### src/design/ultrasonic_echo_ranger_avg_top_assert.svh
// Assertion macros for the ultrasonic echo ranger.
`ifndef ULTRASONIC_ECHO_RANGER_AVG_TOP_ASSERT_SVH
`define ULTRASONIC_ECHO_RANGER_AVG_TOP_ASSERT_SVH

`ifndef ASSERT_OFF
`define UERA_ASSERT_IMP(label, clk, rst_n, ante, cons) \
    label: assert property (@(posedge clk) disable iff (!rst_n) (ante) |-> (cons)) \
        else $error("assertion failed");
`define UERA_ASSERT_NXT(label, clk, rst_n, ante, cons) \
    label: assert property (@(posedge clk) disable iff (!rst_n) (ante) |=> (cons)) \
        else $error("assertion failed");
`else
`define UERA_ASSERT_IMP(label, clk, rst_n, ante, cons)
`define UERA_ASSERT_NXT(label, clk, rst_n, ante, cons)
`endif

`endif

### src/design/uera_pkg.sv
// Package with types, widths and constants of the ultrasonic echo ranger.
`default_nettype none

package uera_pkg;

    localparam int TRIG_W   = 10;
    localparam int TICK_W   = 20;
    localparam int MIN_W    = 8;
    localparam int SUM_W    = 28;
    localparam int CNT_W    = 8;
    localparam int Q_W      = 23;
    localparam int ADDR_W   = 5;
    localparam int DATA_W   = 32;

    localparam int TICKS_PER_CM_DEF  = 58;
    localparam int FRACTION_BITS_DEF = 8;

    localparam logic [TRIG_W-1:0] TRIGGER_TICKS_RST   = TRIG_W'(10);
    localparam logic [TICK_W-1:0] RISE_TIMEOUT_RST    = TICK_W'(100000);
    localparam logic [TICK_W-1:0] FALL_TIMEOUT_RST    = TICK_W'(1000000);
    localparam logic [TICK_W-1:0] GAP_TICKS_RST       = TICK_W'(10000);
    localparam logic [MIN_W-1:0]  MIN_VALID_TICKS_RST = MIN_W'(6);

    localparam logic [2:0] REG_TRIGGER_TICKS   = 3'd0;
    localparam logic [2:0] REG_RISE_TIMEOUT    = 3'd1;
    localparam logic [2:0] REG_FALL_TIMEOUT    = 3'd2;
    localparam logic [2:0] REG_GAP_TICKS       = 3'd3;
    localparam logic [2:0] REG_MIN_VALID_TICKS = 3'd4;

    typedef enum logic [2:0] {
        PH_IDLE,
        PH_TRIG,
        PH_RISE,
        PH_COUNT,
        PH_GAP
    } phase_t;

    typedef enum logic [1:0] {
        CTL_EMPTY,
        CTL_FULL,
        CTL_DIV
    } ctl_state_t;

    typedef struct packed {
        logic [TRIG_W-1:0] trigger_ticks;
        logic [TICK_W-1:0] rise_timeout;
        logic [TICK_W-1:0] fall_timeout;
        logic [TICK_W-1:0] gap_ticks;
        logic [MIN_W-1:0]  min_valid_ticks;
    } cfg_t;

    typedef struct packed {
        logic trig;
        logic busy;
        logic finish;
        logic need_div;
    } seq_stat_t;

endpackage

`default_nettype wire

### src/design/ultrasonic_echo_ranger_avg_top.sv
// Top level of the ultrasonic echo ranger: register port, tick sequencer, divider and output stage.
`default_nettype none
`include "ultrasonic_echo_ranger_avg_top_assert.svh"

// Each input transfer is one tick of the ranger and gives exactly one output transfer
// describing the state after that tick. An ordinary tick's result stands in the output
// register from the next cycle; a new tick is taken in the cycle in which the previous
// result is taken. The tick that closes a measurement with at least one valid sample
// stalls the input while the bit-serial divider forms one quotient bit per cycle. The
// user must write registers over the APB port only while no measurement is running;
// the block itself does not enforce this.
module ultrasonic_echo_ranger_avg_top #(
    parameter int TICKS_PER_CM  = uera_pkg::TICKS_PER_CM_DEF,
    parameter int FRACTION_BITS = uera_pkg::FRACTION_BITS_DEF
) (
    input  wire logic                         clk,
    input  wire logic                         rst_n,
    input  wire logic                         psel,
    input  wire logic                         penable,
    input  wire logic                         pwrite,
    input  wire logic [uera_pkg::ADDR_W-1:0]  paddr,
    input  wire logic [uera_pkg::DATA_W-1:0]  pwdata,
    output logic      [uera_pkg::DATA_W-1:0]  prdata,
    output logic                              pready,
    input  wire logic                         in_valid,
    output logic                              in_stall,
    input  wire logic                         start_req,
    input  wire logic [uera_pkg::CNT_W-1:0]   sample_count,
    input  wire logic                         echo_level,
    output logic                              out_valid,
    input  wire logic                         out_stall,
    output logic                              trig_level,
    output logic                              busy_res,
    output logic                              result_valid,
    output logic      [uera_pkg::Q_W-1:0]     distance_q8,
    output logic      [uera_pkg::CNT_W-1:0]   valid_samples
);
    import uera_pkg::*;

    cfg_t                cfg_reg, cfg_next;
    ctl_state_t          ctl_state_reg, ctl_state_next;
    logic                res_reg, res_next;
    logic [2:0]          reg_index;
    logic                cfg_write;
    logic                in_accept;
    logic                div_start;
    logic                div_busy;
    logic                div_done;
    logic [Q_W-1:0]      div_quot;
    seq_stat_t           stat;
    logic [SUM_W-1:0]    sum_next;
    logic [CNT_W-1:0]    good_next;
    logic [CNT_W-1:0]    good_count;

    assign reg_index = paddr[ADDR_W-1:2];
    assign cfg_write = psel & penable & pwrite;
    assign pready    = 1'b1;

    always_comb
    begin
        cfg_next = cfg_reg;
        if (cfg_write)
        begin
            case (reg_index)
                REG_TRIGGER_TICKS:   cfg_next.trigger_ticks   = pwdata[TRIG_W-1:0];
                REG_RISE_TIMEOUT:    cfg_next.rise_timeout    = pwdata[TICK_W-1:0];
                REG_FALL_TIMEOUT:    cfg_next.fall_timeout    = pwdata[TICK_W-1:0];
                REG_GAP_TICKS:       cfg_next.gap_ticks       = pwdata[TICK_W-1:0];
                REG_MIN_VALID_TICKS: cfg_next.min_valid_ticks = pwdata[MIN_W-1:0];
                default:             cfg_next = cfg_reg;
            endcase
        end
    end

    always_comb
    begin
        case (reg_index)
            REG_TRIGGER_TICKS:   prdata = DATA_W'(cfg_reg.trigger_ticks);
            REG_RISE_TIMEOUT:    prdata = DATA_W'(cfg_reg.rise_timeout);
            REG_FALL_TIMEOUT:    prdata = DATA_W'(cfg_reg.fall_timeout);
            REG_GAP_TICKS:       prdata = DATA_W'(cfg_reg.gap_ticks);
            REG_MIN_VALID_TICKS: prdata = DATA_W'(cfg_reg.min_valid_ticks);
            default:             prdata = '0;
        endcase
    end

    uera_seq u_seq (
        .clk          (clk),
        .rst_n        (rst_n),
        .step         (in_accept),
        .start_req    (start_req),
        .sample_count (sample_count),
        .echo_level   (echo_level),
        .cfg          (cfg_reg),
        .stat         (stat),
        .sum_next     (sum_next),
        .good_next    (good_next),
        .good_count   (good_count)
    );

    uera_div #(
        .TICKS_PER_CM  (TICKS_PER_CM),
        .FRACTION_BITS (FRACTION_BITS)
    ) u_div (
        .clk     (clk),
        .rst_n   (rst_n),
        .start   (div_start),
        .sum_in  (sum_next),
        .good_in (good_next),
        .busy    (div_busy),
        .done    (div_done),
        .quot    (div_quot)
    );

    always_comb
    begin
        ctl_state_next = ctl_state_reg;
        case (ctl_state_reg)
            CTL_EMPTY:
            begin
                if (in_valid)
                begin
                    ctl_state_next = stat.need_div ? CTL_DIV : CTL_FULL;
                end
            end
            CTL_FULL:
            begin
                if (!out_stall)
                begin
                    if (in_valid)
                    begin
                        ctl_state_next = stat.need_div ? CTL_DIV : CTL_FULL;
                    end
                    else
                    begin
                        ctl_state_next = CTL_EMPTY;
                    end
                end
            end
            CTL_DIV:
            begin
                if (div_done)
                begin
                    ctl_state_next = CTL_FULL;
                end
            end
            default:
            begin
                ctl_state_next = CTL_EMPTY;
            end
        endcase
    end

    always_comb
    begin
        case (ctl_state_reg)
            CTL_EMPTY:
            begin
                in_stall  = 1'b0;
                out_valid = 1'b0;
            end
            CTL_FULL:
            begin
                in_stall  = out_stall;
                out_valid = 1'b1;
            end
            CTL_DIV:
            begin
                in_stall  = 1'b1;
                out_valid = 1'b0;
            end
            default:
            begin
                in_stall  = 1'b1;
                out_valid = 1'b0;
            end
        endcase
        in_accept = in_valid & ~in_stall;
        div_start = in_accept & stat.need_div;
        res_next  = in_accept ? stat.finish : res_reg;
    end

    always_ff @(posedge clk or negedge rst_n)
    begin
        if (!rst_n)
        begin
            cfg_reg.trigger_ticks   <= TRIGGER_TICKS_RST;
            cfg_reg.rise_timeout    <= RISE_TIMEOUT_RST;
            cfg_reg.fall_timeout    <= FALL_TIMEOUT_RST;
            cfg_reg.gap_ticks       <= GAP_TICKS_RST;
            cfg_reg.min_valid_ticks <= MIN_VALID_TICKS_RST;
            ctl_state_reg           <= CTL_EMPTY;
            res_reg                 <= 1'b0;
        end
        else
        begin
            cfg_reg       <= cfg_next;
            ctl_state_reg <= ctl_state_next;
            res_reg       <= res_next;
        end
    end

    assign trig_level    = stat.trig;
    assign busy_res      = stat.busy;
    assign result_valid  = res_reg;
    assign distance_q8   = (res_reg && (good_count != '0)) ? div_quot : '0;
    assign valid_samples = res_reg ? good_count : '0;

    `UERA_ASSERT_IMP(a_distance_needs_samples, clk, rst_n, out_valid && (distance_q8 != '0), valid_samples != '0)
    `UERA_ASSERT_IMP(a_idle_payload_zero, clk, rst_n, out_valid && !result_valid, distance_q8 == '0 && valid_samples == '0)
    `UERA_ASSERT_NXT(a_divide_follows, clk, rst_n, div_start, ctl_state_reg == CTL_DIV && div_busy)
    `UERA_ASSERT_IMP(a_trigger_when_busy, clk, rst_n, out_valid && trig_level, busy_res)

endmodule

`default_nettype wire

### src/design/uera_seq.sv
// Tick sequencer: trigger, echo wait, echo count, gap and accumulation of valid samples.
`default_nettype none

module uera_seq (
    input  wire logic                        clk,
    input  wire logic                        rst_n,
    input  wire logic                        step,
    input  wire logic                        start_req,
    input  wire logic [uera_pkg::CNT_W-1:0]  sample_count,
    input  wire logic                        echo_level,
    input  wire uera_pkg::cfg_t              cfg,
    output uera_pkg::seq_stat_t              stat,
    output logic      [uera_pkg::SUM_W-1:0]  sum_next,
    output logic      [uera_pkg::CNT_W-1:0]  good_next,
    output logic      [uera_pkg::CNT_W-1:0]  good_count
);
    import uera_pkg::*;

    phase_t              phase_reg, phase_next;
    logic [TICK_W-1:0]   pc_reg, pc_next;
    logic [TICK_W-1:0]   echo_reg, echo_next;
    logic [SUM_W-1:0]    sum_reg;
    logic [CNT_W-1:0]    good_reg;
    logic [CNT_W-1:0]    left_reg, left_next;
    logic                done_now;
    logic                zero_start;
    logic                sample_end;
    logic                gap_go;
    logic                round_end;

    always_comb
    begin
        phase_next = phase_reg;
        pc_next    = pc_reg;
        echo_next  = echo_reg;
        sum_next   = sum_reg;
        good_next  = good_reg;
        left_next  = left_reg;
        done_now   = 1'b0;
        zero_start = 1'b0;
        sample_end = 1'b0;
        gap_go     = 1'b0;
        round_end  = 1'b0;

        case (phase_reg)
            PH_IDLE:
            begin
                if (start_req)
                begin
                    sum_next  = '0;
                    good_next = '0;
                    echo_next = '0;
                    if (sample_count == '0)
                    begin
                        left_next  = '0;
                        zero_start = 1'b1;
                    end
                    else
                    begin
                        left_next  = sample_count;
                        phase_next = PH_TRIG;
                        pc_next    = TICK_W'(1);
                    end
                end
            end
            PH_TRIG:
            begin
                if (pc_reg >= TICK_W'(cfg.trigger_ticks))
                begin
                    phase_next = PH_RISE;
                    pc_next    = '0;
                end
                else
                begin
                    pc_next = pc_reg + TICK_W'(1);
                end
            end
            PH_RISE:
            begin
                if (echo_level)
                begin
                    phase_next = PH_COUNT;
                    echo_next  = TICK_W'(1);
                    if (TICK_W'(1) >= cfg.fall_timeout)
                    begin
                        sample_end = 1'b1;
                    end
                end
                else if (({1'b0, pc_reg} + (TICK_W+1)'(1)) > {1'b0, cfg.rise_timeout})
                begin
                    echo_next = '0;
                    gap_go    = 1'b1;
                end
                else
                begin
                    pc_next = pc_reg + TICK_W'(1);
                end
            end
            PH_COUNT:
            begin
                if (!echo_level)
                begin
                    sample_end = 1'b1;
                end
                else
                begin
                    echo_next = echo_reg + TICK_W'(1);
                    if (echo_next >= cfg.fall_timeout)
                    begin
                        sample_end = 1'b1;
                    end
                end
            end
            PH_GAP:
            begin
                pc_next = pc_reg + TICK_W'(1);
                if (pc_next >= cfg.gap_ticks)
                begin
                    round_end = 1'b1;
                end
            end
            default:
            begin
                phase_next = PH_IDLE;
            end
        endcase

        if (sample_end)
        begin
            if (echo_next >= TICK_W'(cfg.min_valid_ticks))
            begin
                sum_next  = sum_reg + SUM_W'(echo_next);
                good_next = good_reg + CNT_W'(1);
            end
            gap_go = 1'b1;
        end

        if (gap_go)
        begin
            pc_next = '0;
            if (cfg.gap_ticks == '0)
            begin
                round_end = 1'b1;
            end
            else
            begin
                phase_next = PH_GAP;
            end
        end

        if (round_end)
        begin
            left_next = left_reg - CNT_W'(1);
            if (left_next == '0)
            begin
                phase_next = PH_IDLE;
                pc_next    = '0;
                done_now   = 1'b1;
            end
            else
            begin
                phase_next = PH_TRIG;
                pc_next    = TICK_W'(1);
            end
        end
    end

    always_ff @(posedge clk or negedge rst_n)
    begin
        if (!rst_n)
        begin
            phase_reg <= PH_IDLE;
            pc_reg    <= '0;
            echo_reg  <= '0;
            sum_reg   <= '0;
            good_reg  <= '0;
            left_reg  <= '0;
        end
        else if (step)
        begin
            phase_reg <= phase_next;
            pc_reg    <= pc_next;
            echo_reg  <= echo_next;
            sum_reg   <= sum_next;
            good_reg  <= good_next;
            left_reg  <= left_next;
        end
    end

    always_comb
    begin
        stat.trig     = (phase_reg == PH_TRIG);
        stat.busy     = (phase_reg != PH_IDLE);
        stat.finish   = done_now | zero_start;
        stat.need_div = done_now & (good_next != '0);
        good_count    = good_reg;
    end

endmodule

`default_nettype wire

### src/design/uera_div.sv
// Bit-serial restoring divider for the averaged distance, one quotient bit per cycle.
`default_nettype none

module uera_div #(
    parameter int TICKS_PER_CM  = uera_pkg::TICKS_PER_CM_DEF,
    parameter int FRACTION_BITS = uera_pkg::FRACTION_BITS_DEF
) (
    input  wire logic                        clk,
    input  wire logic                        rst_n,
    input  wire logic                        start,
    input  wire logic [uera_pkg::SUM_W-1:0]  sum_in,
    input  wire logic [uera_pkg::CNT_W-1:0]  good_in,
    output logic                             busy,
    output logic                             done,
    output logic      [uera_pkg::Q_W-1:0]    quot
);
    import uera_pkg::*;

    localparam int NUM_W  = SUM_W + FRACTION_BITS;
    localparam int DEN_W  = $clog2(TICKS_PER_CM + 1) + CNT_W;
    localparam int STEP_W = $clog2(NUM_W + 1);

    logic              busy_reg, busy_next;
    logic              done_reg, done_next;
    logic [STEP_W-1:0] step_reg, step_next;
    logic [NUM_W-1:0]  num_reg, num_next;
    logic [DEN_W-1:0]  den_reg, den_next;
    logic [DEN_W-1:0]  rem_reg, rem_next;
    logic [Q_W-1:0]    quot_reg, quot_next;
    logic [DEN_W:0]    shifted;
    logic [DEN_W:0]    diff;
    logic              fits;

    always_comb
    begin
        shifted   = {rem_reg, num_reg[NUM_W-1]};
        diff      = shifted - {1'b0, den_reg};
        fits      = (shifted >= {1'b0, den_reg});
        busy_next = busy_reg;
        done_next = 1'b0;
        step_next = step_reg;
        num_next  = num_reg;
        den_next  = den_reg;
        rem_next  = rem_reg;
        quot_next = quot_reg;
        if (start)
        begin
            busy_next = 1'b1;
            step_next = STEP_W'(NUM_W);
            num_next  = NUM_W'(sum_in) << FRACTION_BITS;
            den_next  = DEN_W'(TICKS_PER_CM) * DEN_W'(good_in);
            rem_next  = '0;
            quot_next = '0;
        end
        else if (busy_reg)
        begin
            num_next  = num_reg << 1;
            rem_next  = fits ? diff[DEN_W-1:0] : shifted[DEN_W-1:0];
            quot_next = {quot_reg[Q_W-2:0], fits};
            step_next = step_reg - STEP_W'(1);
            if (step_reg == STEP_W'(1))
            begin
                busy_next = 1'b0;
                done_next = 1'b1;
            end
        end
    end

    always_ff @(posedge clk or negedge rst_n)
    begin
        if (!rst_n)
        begin
            busy_reg <= 1'b0;
            done_reg <= 1'b0;
            step_reg <= '0;
        end
        else
        begin
            busy_reg <= busy_next;
            done_reg <= done_next;
            step_reg <= step_next;
        end
    end

    always_ff @(posedge clk)
    begin
        num_reg  <= num_next;
        den_reg  <= den_next;
        rem_reg  <= rem_next;
        quot_reg <= quot_next;
    end

    assign busy = busy_reg;
    assign done = done_reg;
    assign quot = quot_reg;

endmodule

`default_nettype wire
### config.mk
export PLATFORM = sky130hd
export DESIGN_NAME = ultrasonic_echo_ranger_avg_top
export DESIGN_NICKNAME = d
export VERILOG_FILES = /design/src/design/uera_pkg.sv /design/src/design/ultrasonic_echo_ranger_avg_top.sv /design/src/design/uera_seq.sv /design/src/design/uera_div.sv
export VERILOG_INCLUDE_DIRS = /design/src /design/src/design
export SDC_FILE = /design/constraint.sdc
export NUM_CORES = 1
export LEC_CHECK = 0
export CORE_MARGIN = 10
export CORE_UTILIZATION = 69
export DETAILED_ROUTE_END_ITERATION = 8
export DONT_BUFFER_PORTS = 1
export PLACE_DENSITY = 0.82
export REMOVE_ABC_BUFFERS = 1
export SYNTH_ARGS = -nofsm -noshare
export SYNTH_HDL_FRONTEND = slang
export SYNTH_SLANG_ARGS = --single-unit
### constraint.sdc
create_clock -name clk -period 26 [get_ports clk]
set_input_delay 5.2 -clock clk [delete_from_list [all_inputs] [get_ports clk]]
set_output_delay 5.2 -clock clk [all_outputs]
set_load 0.005 [all_outputs]
Word level (Yosys, flattened, before mapping)
Cells that the tools add are included.
{ "totals": {"out_inout_bits": 69, "reg_bits": 254, "mem_count": 0, "rom_bits": 0, "word_cells": 159, "mem_bits_rw": 0, "in_bits": 54, "latch_bits": 0} }
{ "op_classes": {"multipliers": 1, "mux": 75, "bitwise": 7, "n_reduce_logical": 23, "add_sub_neg": 8, "order_cmp": 7, "shift": 0, "div_mod_pow": 0, "n_eq_ne": 18} }
{ "op_table": {"columns": ["op", "n"], "rows": [
  ["two-way mux 20 bit", 11],
  ["two-way mux 28 bit", 4],
  ["one-hot mux 20 bit (5 select lines)", 1],
  ["one-hot mux 20 bit (4 select lines)", 1],
  ["two-way mux 36 bit", 2],
  ["two-way mux 8 bit", 9],
  ["one-hot mux 20 bit (3 select lines)", 1],
  ["adder 20 x 1 -> 20 bit (second input constant)", 2],
  [">= comparator 20 bit", 2],
  ["adder 28 x 20 -> 28 bit", 1],
  ["two-way mux 1 bit", 26],
  ["two-way mux 23 bit", 1],
  ["adder 20 x 1 -> 21 bit (second input constant)", 1],
  ["> comparator 21 x 20 -> 1 bit", 1],
  ["two-way mux 3 bit", 7],
  [">= comparator 1 x 20 -> 1 bit (first input constant)", 1],
  [">= comparator 20 x 10 -> 1 bit", 1],
  [">= comparator 20 x 8 -> 1 bit", 1],
  ["zero test 20 bit", 1],
  ["zero test 8 bit", 2],
  ["!= test 4 x 2 -> 1 bit (second input constant)", 4],
  ["nonzero test 8 bit", 2],
  [">= comparator 15 x 14 -> 1 bit", 1],
  ["two-way mux 14 bit", 1],
  ["other kinds (31)", 55]
]} }

Longest topological paths before layout
Gate-level depths: netlist (run 1).
{ "logic_depth": {"depth_word": 14, "ltp_mapped": 42, "mapped_depth_nobuf": 41} }

Hierarchy
From an unflattened synthesis (run 1), not the netlist that was laid out.
{ "hier_totals": {"hier_cells": 1887, "area_unflattened_um2": 17809.6} }
{ "modules_own_cells": {"columns": ["module", "cells_each", "area_each_um2", "seq_area_each_um2", "instances"], "rows": [
  ["uera_seq", 1095, 8700.8, 2177.1, 1],
  ["uera_div", 476, 5018.6, 2172.1, 1],
  ["ultrasonic_echo_ranger_avg_top", 316, 4090.2, 2054.5, 1]
]} }

Least setup slack after synthesis (run 1)
No wires, ideal clock.
{ "synth_timing": {"path_kind": "input port to flip-flop", "from": "in echo_level", "to": "reg u_div.den_reg[13], data pin", "required_ps": 25740, "n_path_buf": 2, "setup_ps": 260, "path_stages": 32, "setup_slack_ps": 14047, "arrival_time_ps": 11693, "cell_sequence": "clkbuf_1 -> nor3b_1 -> o211ai_1 -> a21boi_4 -> and2_1 -> a31oi_1 -> ha_1 -> a21o_1 -> a211oi_1 -> o21ai_0 -> a221oi_1 -> o2111ai_1 -> nor4_2 -> a21oi_1 -> clkbuf_1 -> a21oi_1 -> ha_1 -> ha_1 -> o21bai_1 -> ha_1 -> inv_1 -> fa_1 -> inv_1 -> ha_1 -> a21oi_1 -> o21bai_1 -> a21oi_1 -> o21bai_1 -> a21oi_1 -> o21bai_1 -> a21oi_1 -> xnor2_1"} }
{ "synth_between": {"elab_chain_cells": 6, "word_cells_on_any_way": 10, "cone_classes": "mul: 1; order compare: 1; mux: 8"} }
{ "synth_lines": {"columns": ["element", "line_no", "rtl"], "rows": [
  ["start: declaration", "ultrasonic_echo_ranger_avg_top.sv:29", "input wire logic echo_level,"],
  ["two-way mux 20 bit, on equally long branches", "uera_seq.sv:101, uera_seq.sv:80", null],
  ["one-hot mux 20 bit (3 select lines) (*)", "uera_seq.sv:45", "case (phase_reg)"],
  ["net u_seq.echo_next[4]", "uera_seq.sv:21", "logic [TICK_W-1:0] echo_reg, echo_next;"],
  [">= comparator 20 x 8 -> 1 bit (*)", "uera_seq.sv:130", "if (echo_next >= TICK_W'(cfg.min_valid_ticks))"],
  ["two-way mux 8 bit (*)", "uera_seq.sv:130", null],
  ["two-way mux 8 bit (*)", "uera_seq.sv:128", "if (sample_end)"],
  ["multiplier 5 x 8 -> 13 bit (*)", "uera_div.sv:51", "den_next = DEN_W'(TICKS_PER_CM) * DEN_W'(good_in);"],
  ["end signal: assignment", "uera_div.sv:88", "den_reg <= den_next;"],
  ["end: declaration", "uera_div.sv:27", "logic [DEN_W-1:0] den_reg, den_next;"]
]} }
Mark *: on every way through the listed nets, which the timed path passes. The rest lies on a longest branch.
A chain may end at the register's enable or synchronous reset.

Final worst setup path (run 1)
Same ends and word-level chain as after synthesis.

==> results.yml, run 1 <==
run_status:
  status: "finished clean"
pwr:
  seq_power_share_pct: 36.9
  vdd_ir_drop_max_mv: 0.07605
  p_leak_nw: 8.793
  p_clk_share_pct: 21.5
  p_per_area_mw_per_mm2: 95.79
  p_int_mw: 1.088
  comb_power_share_pct: 41.5
  p_total_mw: 1.798
  power.switching_uw: 709.9
  sw_frac_of_total_pct: 39.49
placed_design:
  place_area_sq_mm: 0.01787
  place_ws_ps: 13010
  numPortBuffers: 0
  dp_hpwl_um: 31960
  gp_congestion: 0.9433
job:
  max_cap_violations: 0
timing:
  tns_ps: 0
  fin_skew_ps: 9.189
  post-route-period-util_pct: 48.05
  setup_ws_ps: 13510
  timing.final.crit_period_ps: 12490
  rsz0062_at_grt: "false"
  worst_pin_slew_ps: 1250
  hold_viol: 0
  clock.fmax_mhz: 80.04
  relSlewSlack_pct: 16.45
  setup_violations: 0
  slew_viol_final: 0
floorplanning:
  die_area_sq_mm: 0.03261
  ioPinCount: 123
  initial_utilization_pct: 70.45
  rows: 58
  dieWidth_um: 180.6
  dieHeight_um: 180.6
  core-area_sq_mm: 0.02525
logic_synthesis:
  syn_avg_cell_area_sq_um: 9.003
  yosysSeqAreaShare_pct: 35.99
  yosysTopAreaCell: "dfrtp_1"
  yosysWarnings: 0
  synth_area_sq_mm: 0.01779
  ys.flop_type: "dfrtp_1"
  ys_ff_latch: 254
  syn_inst: 1976
  synth_edf_count: 41
  synth.distinct_cells: 90
  synth_top_area_share_pct: 21.66
  synthArstFlopShare_pct: 69.29
  yosys-top-cells-area: "dfrtp_1 22%, ha_1 10%, edfxtp_1 6.9%"
setup_path:
  path_max_fanout: 17
  r2r_end: "u_div.den_reg[13]$_DFFE_PP_"
  reg2reg_setup_slack_ps: 15220
  start_kind: "primary input"
  cpMaxStageDelayCell: "nor4_2"
  crit_top_cell: "a21oi_1"
  critPathKind: "in -> reg"
  slowest_delay_ps: 540
  worstRegToRegCells: 39
  cp_data_arrival_time_ps: 12790
  cp_data_required_time_ps: 26300
  reg2reg_from: "u_seq.pc_reg[8]$_DFFE_PN0P_"
  cp-end-kind: "register"
clock_network:
  postCtsSetupBuffers: 0
  cts_root_buf: "clkbuf_16"
  ctsResizeCount: 0
  cts_made_buffers: 27
  cts_tree: "yes"
  clk_pin_slew_ps: 60
  clock_tree.buffer_depth: 3
  cts.htree.levels: 1
  cts_sinks: 254
  holdBufCountCts: 0
  clk_latency_ps: 560
final_layout:
  num_antenna_cells: 0
  design_area_sq_mm: 0.01877
  post_route_cells_drive_above_1_share_pct: 9.147
  fillCellCount: 1862
  largest_reg_flops: 78
  area_delta_synth_final_pct: 5.479
  nets: 2137
  final_common_cell: "nand2_1"
  final_core_util_pct: 74.31
  layout_common_cells: "188 x nand2_1, 168 x inv_1, 153 x dfrtp_1"
detailed_routing:
  routed_wl_um: 44330
  drt_first_pass_iters: 6
  antenna_left: 0
  drt-vias-per-instance: 6.283
  post_drt_wl_per_cell_um: 19.48
  drt_iter0_drc: 1307
  vias: 14300
  drc: 0
min_path:
  hold_class: "reg -> reg"
  min_to: "u_div.quot[0]$_SDFFE_PP0P_"
  hold_depth: 2
  worstHoldStart: "u_div.quot[0]$_SDFFE_PP0P_"
global_route:
  grt_max_degree: 177
  grt_pass1_wl_um: 72280
  grt_pass1_vias: 13860
  antenna_found_initial: 0
  overflow: 0
  grt_usage_pct: 26.32
==> cell type report <==
class                   instances  area, sq um  share of cell area, %
clock inverters                 7        52.55                 0.2800
flip-flops and latches        254         6405                  34.13
repair buffers                 15        112.6                 0.6001
multi-input cells            1458        10300                  54.89
well taps                     330        412.9                  2.200
clock buffers                  43        847.1                  4.514
inverters                     169        634.4                  3.380
==> critical path, delay by kind of cell <==
kind,cells,cell delay (ps)
AO/OA/AOI/OAI,18,3950
buffers and inverters,3,310
adder cells (fa/ha/maj),6,2000
AND/OR/NAND/NOR,3,1220
XOR/XNOR,1,90
==> cell usage after synthesis (7+ instances only) <==
master	number
a31oi_1	12
nand3_1	80
a22oi_1	16
o22ai_1	12
nor2_1	130
fa_1	9
a21o_1	37
nand4_1	24
and2_1	41
nand2_1	188
a21boi_0	8
o21bai_1	11
a22o_1	7
mux2i_1	56
mux2_2	70
mux2_1	22
xor2_1	26
nor2b_1	18
dfrtp_1	154
nor3_1	25
nand3b_1	7
buf_2	7
and3_1	21
dfxtp_1	37
or3_1	7
o31ai_1	16
a21oi_1	87
inv_1	168
o21ai_0	144
dfstp_2	22
nand2b_1	20
a211oi_1	20
o21a_1	13
edfxtp_1	41
o211ai_1	7
buf_4	18
xnor2_1	55
ha_1	149
nor4_1	23
clkbuf_1	71
==> metal layers <==
| metal | wire length [um] | up-vias | GRT usage, % | share of wire (%) |
|---|---|---|---|---|
| met4 | 1324 | 0 | 7.185 | 3.0 |
| met1 | 19020 | 6851 | 34.25 | 43 |
| met5 | 0 | - | 0 | 0 |
| met2 | 20860 | 499 | 44.06 | 47 |
| li1 | - | 6859 | - | - |
| met3 | 3128 | 90 | 4.799 | 7.1 |
==> worst max path at each step <==
stage / start / to / slack (ps) / depth (start not counted)
after floorplan: echo_level / u_div.num_reg[10]$_DFFE_PP_ / 13180 / 20
after global placement: echo_level / u_div.den_reg[13]$_DFFE_PP_ / 13220 / 31
after detailed placement: echo_level / u_div.den_reg[13]$_DFFE_PP_ / 13010 / 31
after CTS: echo_level / u_div.den_reg[13]$_DFFE_PP_ / 13540 / 31
after global routing: echo_level / u_div.den_reg[13]$_DFFE_PP_ / 12900 / 31
final: echo_level / u_div.den_reg[13]$_DFFE_PP_ / 13510 / 31
==> power groups by stage <==
stage	combinational, mW	sequential (mW)	clock [mW]
final	0.747	0.664	0.387
after global routing	0.844	0.682	0.405
after CTS	0.746	0.661	0.391
after detailed placement	0.735	0.666	0
after global placement	0.703	0.661	0
after floorplan	0.562	0.635	0
==> per-stage QoR <==
stage               hold slack, ps  instances
floorplan                    451.5       1881
global placement             467.1       2226
detailed placement           497.9       2226
CTS                          505.0       2276
global route                 530.6       2276
finish                       505.2       2276
==> cells by family (layout without fill, tap and decap cells) <==
group,Yosys count,in the layout,share of synthesized area (%)
flops,254,254,35.99
compound gates,436,436,15.60
buf+inv,275,234,6.400
fa+ha+maj,159,159,11.55
xor+xnor,81,81,3.988
mux,151,151,9.311
other cells,2,13,0.04221
simple gates,618,618,17.12
(Power assumes the default switching activity.)
==> run 2, diff against run 1 <==
--- a/config.mk
+++ b/config.mk
@@ -7,10 +7,10 @@
 export NUM_CORES = 1
 export LEC_CHECK = 0
 export CORE_MARGIN = 10
-export CORE_UTILIZATION = 69
+export CORE_UTILIZATION = 59
 export DETAILED_ROUTE_END_ITERATION = 8
 export DONT_BUFFER_PORTS = 1
-export PLACE_DENSITY = 0.82
+export PLACE_DENSITY = 0.75
 export REMOVE_ABC_BUFFERS = 1
 export SYNTH_ARGS = -nofsm -noshare
 export SYNTH_HDL_FRONTEND = slang
==> constraint.sdc (replaced) <==
create_clock -name clk -period 10.3 [get_ports clk]
set_input_delay 2.06 -clock clk [delete_from_list [all_inputs] [get_ports clk]]
set_output_delay 2.06 -clock clk [all_outputs]
set_load 0.005 [all_outputs]
==> results.yml, run 2 (synthesis results as in run 1) <==
timing:
  clock.fmax_mhz: 104.7
  timing.final.crit_period_ps: 9552
  hold_viol: 0
  tns_ps: 0
  fin_skew_ps: 12.33
  setup_ws_ps: 748.1
  rsz0062_at_grt: "false"
  post-route-period-util_pct: 92.74
  slew_viol_final: 0
  setup_violations: 0
  relSlewSlack_pct: 21.06
  worst_pin_slew_ps: 1181
floorplanning:
  die_area_sq_mm: 0.03750
  dieHeight_um: 193.7
  initial_utilization_pct: 59.87
  ioPinCount: 123
  dieWidth_um: 193.7
  core-area_sq_mm: 0.02972
  rows: 63
final_layout:
  largest_reg_flops: 78
  post_route_cells_drive_above_1_share_pct: 9.954
  nets: 2148
  area_delta_synth_final_pct: 7.068
  layout_common_cells: "188 x nand2_1, 168 x inv_1, 153 x dfrtp_1"
  num_antenna_cells: 0
  final_common_cell: "nand2_1"
  fillCellCount: 2431
placed_design:
  numPortBuffers: 0
  gp_congestion: 0.9231
  place_ws_ps: 517.5
  dp_hpwl_um: 32750
setup_path:
  critical-path-top-delay-family: "compound AO/OA/AOI/OAI gates"
  r2r_end: "u_div.den_reg[13]$_DFFE_PP_"
  worstRegToRegCells: 39
  slowest_delay_ps: 540
  reg2reg_from: "u_seq.pc_reg[2]$_DFFE_PN0P_"
  path_max_fanout: 7
  cp_data_required_time_ps: 10600
  cpMaxStageDelayCell: "a2111oi_1"
  cp-end-kind: "register"
  critPathKind: "reg -> reg"
  cp-startpoint: "u_seq.pc_reg[2]$_DFFE_PN0P_"
  start_kind: "register"
  cp.buffers_inverters: 3
  reg2reg_setup_slack_ps: 750
  cp_data_arrival_time_ps: 9850
clock_network:
  clk_pin_slew_ps: 60
  cts_made_buffers: 29
  clk_latency_ps: 560
  cts.htree.levels: 1
  cts_sinks: 254
  cts_tree: "yes"
  holdBufCountCts: 0
  clock_tree.buffer_depth: 3
  cts_root_buf: "clkbuf_16"
global_route:
  grt_pass1_wl_um: 72990
  overflow: 0
  grt_pass1_vias: 13870
  grt_max_degree: 177
  antenna_found_initial: 0
  grt_usage_pct: 22.98
detailed_routing:
  drt_iter0_drc: 1040
  drt-vias-per-instance: 6.035
  antenna_left: 0
  drc: 0
  vias: 14180
  drt_first_pass_iters: 6
  routed_wl_um: 44700
  post_drt_wl_per_cell_um: 19.03
pwr:
  vdd_ir_drop_max_mv: 0.1622
  p_leak_nw: 8.888
  p_per_area_mw_per_mm2: 245.1
min_path:
  hold_depth: 2
  worstHoldStart: "u_div.quot[0]$_SDFFE_PP0P_"
  hold_class: "reg -> reg"
  min_to: "u_div.quot[0]$_SDFFE_PP0P_"
run_status:
  status: "finished clean"
job:
  max_cap_violations: 0
run 2: cell types whose count changed in the layout (fill, tap and decap cells not counted), moves of 2 or more:
cell	change
clkbuf_8	-6
inv_6	+2
clkinv_1	+2
clkbuf_16	+2
buf_4	+9
bufinv_16	+4
clkinv_2	+2
run 2: worst max-delay path by stage:
stage                                              to  slack [ps]  depth (start not counted)
after detailed placement  u_div.den_reg[13]$_DFFE_PP_         520                         40
after floorplan           u_div.num_reg[10]$_DFFE_PP_         560                         29
after CTS                 u_div.den_reg[13]$_DFFE_PP_         410                         40
final                     u_div.den_reg[13]$_DFFE_PP_         750                         39
after global placement    u_div.den_reg[13]$_DFFE_PP_         740                         40
after global routing      u_div.den_reg[13]$_DFFE_PP_          70                         40
run 2: layer usage:
| layer | routed length [um] | vias to the layer above | share of wire [%] | global-route usage, % |
|---|---|---|---|---|
| met5 | 0 | - | 0 | 0 |
| met3 | 2382 | 79 | 5.3 | 3.268 |
| met1 | 19350 | 6841 | 43 | 29.69 |
| met4 | 1498 | 0 | 3.4 | 7.697 |
| li1 | - | 6892 | - | - |
| met2 | 21480 | 364 | 48 | 38.64 |
run 2: metrics by stage:
| step | std cells | hold slack (ps) | utilization [%] | area (sq um) | power (mW) |
|---|---|---|---|---|---|
| 2_1_floorplan | 1881 | 451.5 | - | 17330 | 3.020 |
| 3_3_place_gp | 2294 | 466.1 | 60.57 | 18000 | 3.465 |
| 3_5_place_dp | 2294 | 498.6 | 60.57 | 18000 | 3.553 |
| 4_1_cts | 2348 | 506.3 | 63.94 | 19000 | 4.658 |
| 5_1_grt | 2349 | 528.7 | 64.10 | 19050 | 5.019 |
| 6_report | 2349 | 501.2 | 64.10 | 19050 | 4.669 |
run 2: power by group:
group | internal, mW | switching, mW | leakage, nW
Clock | 0.654 | 0.428 | 0.494
Combinational | 0.831 | 1.09 | 5.45
Sequential | 1.37 | 0.294 | 2.95
run 2: tightest hold or removal path, cell delays in order, from the launching register on:
cell and delay (ps):
dfxtp_1 320, nor2_1 80, a211oi_1 50
run 2: area by class of cell:
type,instances,area [sq um],area share [%]
sequential,254,6405,33.62
tap,390,488.0,2.562
clock buffer,38,810.8,4.256
multi-input combinational,1458,10340,54.29
inverter,169,634.4,3.330
clock inverter,16,188.9,0.9919
timing repair buffer,24,180.2,0.9459
run 2: timing repair:
item,in CTS,in global routing
setup buffers,0,1
setup endpoints to repair,0,3
resized for setup,0,7
==> run 3, diff against run 2 <==
--- a/config.mk
+++ b/config.mk
@@ -6,6 +6,7 @@
 export SDC_FILE = /design/constraint.sdc
 export NUM_CORES = 1
 export LEC_CHECK = 0
+export ABC_AREA = 1
 export CORE_MARGIN = 10
 export CORE_UTILIZATION = 59
 export DETAILED_ROUTE_END_ITERATION = 8
==> results.yml, run 3 <==
clock_network:
  cts_tree: "yes"
  cts_root_buf: "clkbuf_16"
  cts_sinks: 254
  clk_latency_ps: 560
  clock_tree.buffer_depth: 3
  postCtsSetupBuffers: 0
  clk_pin_slew_ps: 60
  cts_made_buffers: 29
  holdBufCountCts: 0
  cts.htree.levels: 1
final_layout:
  post_route_cells_drive_above_1_share_pct: 8.223
  stdcell_count: 2889
  nets: 2683
  final_common_cell: "nand2_1"
  area_delta_synth_final_pct: 6.074
  layout_common_cells: "647 x nand2_1, 345 x inv_1, 259 x o21ai_0"
  largest_reg_flops: 78
  num_antenna_cells: 0
  fillCellCount: 2725
detailed_routing:
  drc: 0
  drt_first_pass_iters: 6
  drt-vias-per-instance: 5.635
  post_drt_wl_per_cell_um: 16.38
  antenna_left: 0
  drt_iter0_drc: 1283
  routed_wl_um: 47320
  vias: 16280
global_route:
  grt_max_degree: 177
  antenna_found_initial: 0
  grt_usage_pct: 24.00
  overflow: 0
  grt_pass1_vias: 15750
  grt_pass1_wl_um: 78070
min_path:
  min_to: "cfg_reg[62]$_DFFE_PN0P_"
  hold_class: "reg -> reg"
  hold_depth: 2
  worstHoldStart: "cfg_reg[62]$_DFFE_PN0P_"
timing:
  slew_viol_final: 0
  setup_violations: 0
  timing.final.crit_period_ps: 9416
  worst_pin_slew_ps: 1011
  hold_viol: 0
  tns_ps: 0
  relSlewSlack_pct: 32.57
  post-route-period-util_pct: 91.42
  clock.fmax_mhz: 106.2
  fin_skew_ps: 10.75
setup_path:
  cp_data_required_time_ps: 10600
  cp_data_arrival_time_ps: 9720
  start_kind: "register"
  slowest_delay_ps: 490
  crit_top_cell: "inv_1"
  reg2reg_setup_slack_ps: 880
  critPathKind: "reg -> reg"
  cp-startpoint: "u_seq.pc_reg[0]$_DFFE_PN0P_"
  r2r_end: "u_div.den_reg[13]$_DFFE_PP_"
  cpMaxStageDelayCell: "fa_1"
  reg2reg_from: "u_seq.pc_reg[0]$_DFFE_PN0P_"
  worstRegToRegCells: 59
  cp-end-kind: "register"
  path_max_fanout: 12
placed_design:
  numPortBuffers: 0
  dp_hpwl_um: 34900
  placed_cells: 2836
  gp_congestion: 0.9784
logic_synthesis:
  synthArstFlopShare_pct: 69.29
  ys_ff_latch: 254
  synthTopCellsByCount: "647 x nand2_1, 346 x inv_1, 259 x o21ai_0"
  synth_area_sq_mm: 0.01829
  yosysTopAreaCell: "dfrtp_1"
  yosys-top-cells-area: "dfrtp_1 21%, nand2_1 13%, ha_1 10%"
  yosysMostFrequentCell: "nand2_1"
  synth.distinct_cells: 59
  synth_edf_count: 41
  yosysSeqAreaShare_pct: 35.01
  syn_inst: 2509
  syn_avg_cell_area_sq_um: 7.291
  ys.flop_type: "dfrtp_1"
  synth_top_area_share_pct: 21.07
  yosysWarnings: 0
pwr:
  p_leak_nw: 9.826
  p_per_area_mw_per_mm2: 264.2
  vdd_ir_drop_max_mv: 0.1518
  p_total_mw: 5.127
floorplanning:
  initial_utilization_pct: 59.80
  dieHeight_um: 196.1
  core-area_sq_mm: 0.03059
  rows: 64
  die_area_sq_mm: 0.03845
  dieWidth_um: 196.1
  ioPinCount: 123
run_status:
  status: "finished clean"
job:
  max_cap_violations: 0
## run 3: changes by cell type after synthesis, sizes merged, moves of 41 or more
cell   previous run  this run
nand2           188       672
inv             168       394
o21ai           144       276
mux2             93         0
mux2i            56         0
and2             42         1
## run 3: kinds of logic (layout without fill, tap and decap cells)
family / count (synthesis) / in the layout / share of synthesized area (%)
xor gates and xnor gates: 76 / 76 / 3.639
adders and majority gates: 158 / 158 / 11.18
buffers and inverters: 497 / 470 / 10.99
DFF: 254 / 254 / 35.01
AOI/OAI and AO/OA: 456 / 456 / 13.63
and+or+nand+nor: 1066 / 1066 / 25.52
other: 2 / 13 / 0.04105
## run 3: worst max-delay path: cells and delay by family, from the launching register on
kind	cells	cell delay [ps]
flip-flops	1	430
buffers and inverters	9	670
AND/OR/NAND/NOR	29	3720
adder cells (fa/ha/maj)	7	2160
XOR/XNOR	2	250
AO/OA/AOI/OAI	12	1890
## run 3: timing repair
action                                 in CTS  in global routing
endpoints found under the hold margin       0                  0
gates resized for setup                     0                  8
setup endpoints to repair                   0                  5
## run 3: through the flow
stage	hold WS [ps]	instance area, sq um	utilization [%]	setup slack [ps]
after floorplan	453.0	17810	-	1466
after global placement	466.7	18470	60.39	610.7
after detailed placement	473.3	18470	60.39	400.7
after CTS	487.6	19370	63.33	348.4
after global routing	508.3	19400	63.43	-6.857
final	481.4	19400	63.43	884.0
## run 3: layout make-up
class                   instances  area [sq um]  share of cell area [%]
multi-input cells            1769          9963                   51.35
flip-flops and latches        254          6405                   33.01
inverters                     397          1490                   7.680
clock inverters                13         92.59                  0.4772
well taps                     396         495.5                   2.554
clock buffers                  40         807.0                   4.159
repair buffers                 20         150.1                  0.7738
## run 3: metal layers
layer | global-route usage, % | vias up | part of all wire, %
met5 | 0 | - | 0
met4 | 9.474 | 0 | 4.0
met3 | 2.967 | 128 | 5.3
met2 | 42.54 | 497 | 49
met1 | 28.93 | 7582 | 41
li1 | - | 8072 | -
## run 3: worst max path at each step
stage	slack, ps	endpoint
final	880	u_div.den_reg[13]$_DFFE_PP_
after detailed placement	400	u_div.den_reg[13]$_DFFE_PP_
after CTS	350	u_div.den_reg[13]$_DFFE_PP_
after global placement	610	u_div.den_reg[13]$_DFFE_PP_
after floorplan	1470	u_div.den_reg[13]$_DFFE_PP_
after global routing	-7	u_div.den_reg[13]$_DFFE_PP_
## run 3: power by group
part	switching [mW]	internal [mW]	total, mW
registers	0.226	1.38	1.60
logic	1.67	0.862	2.53
clock network	0.425	0.569	0.994
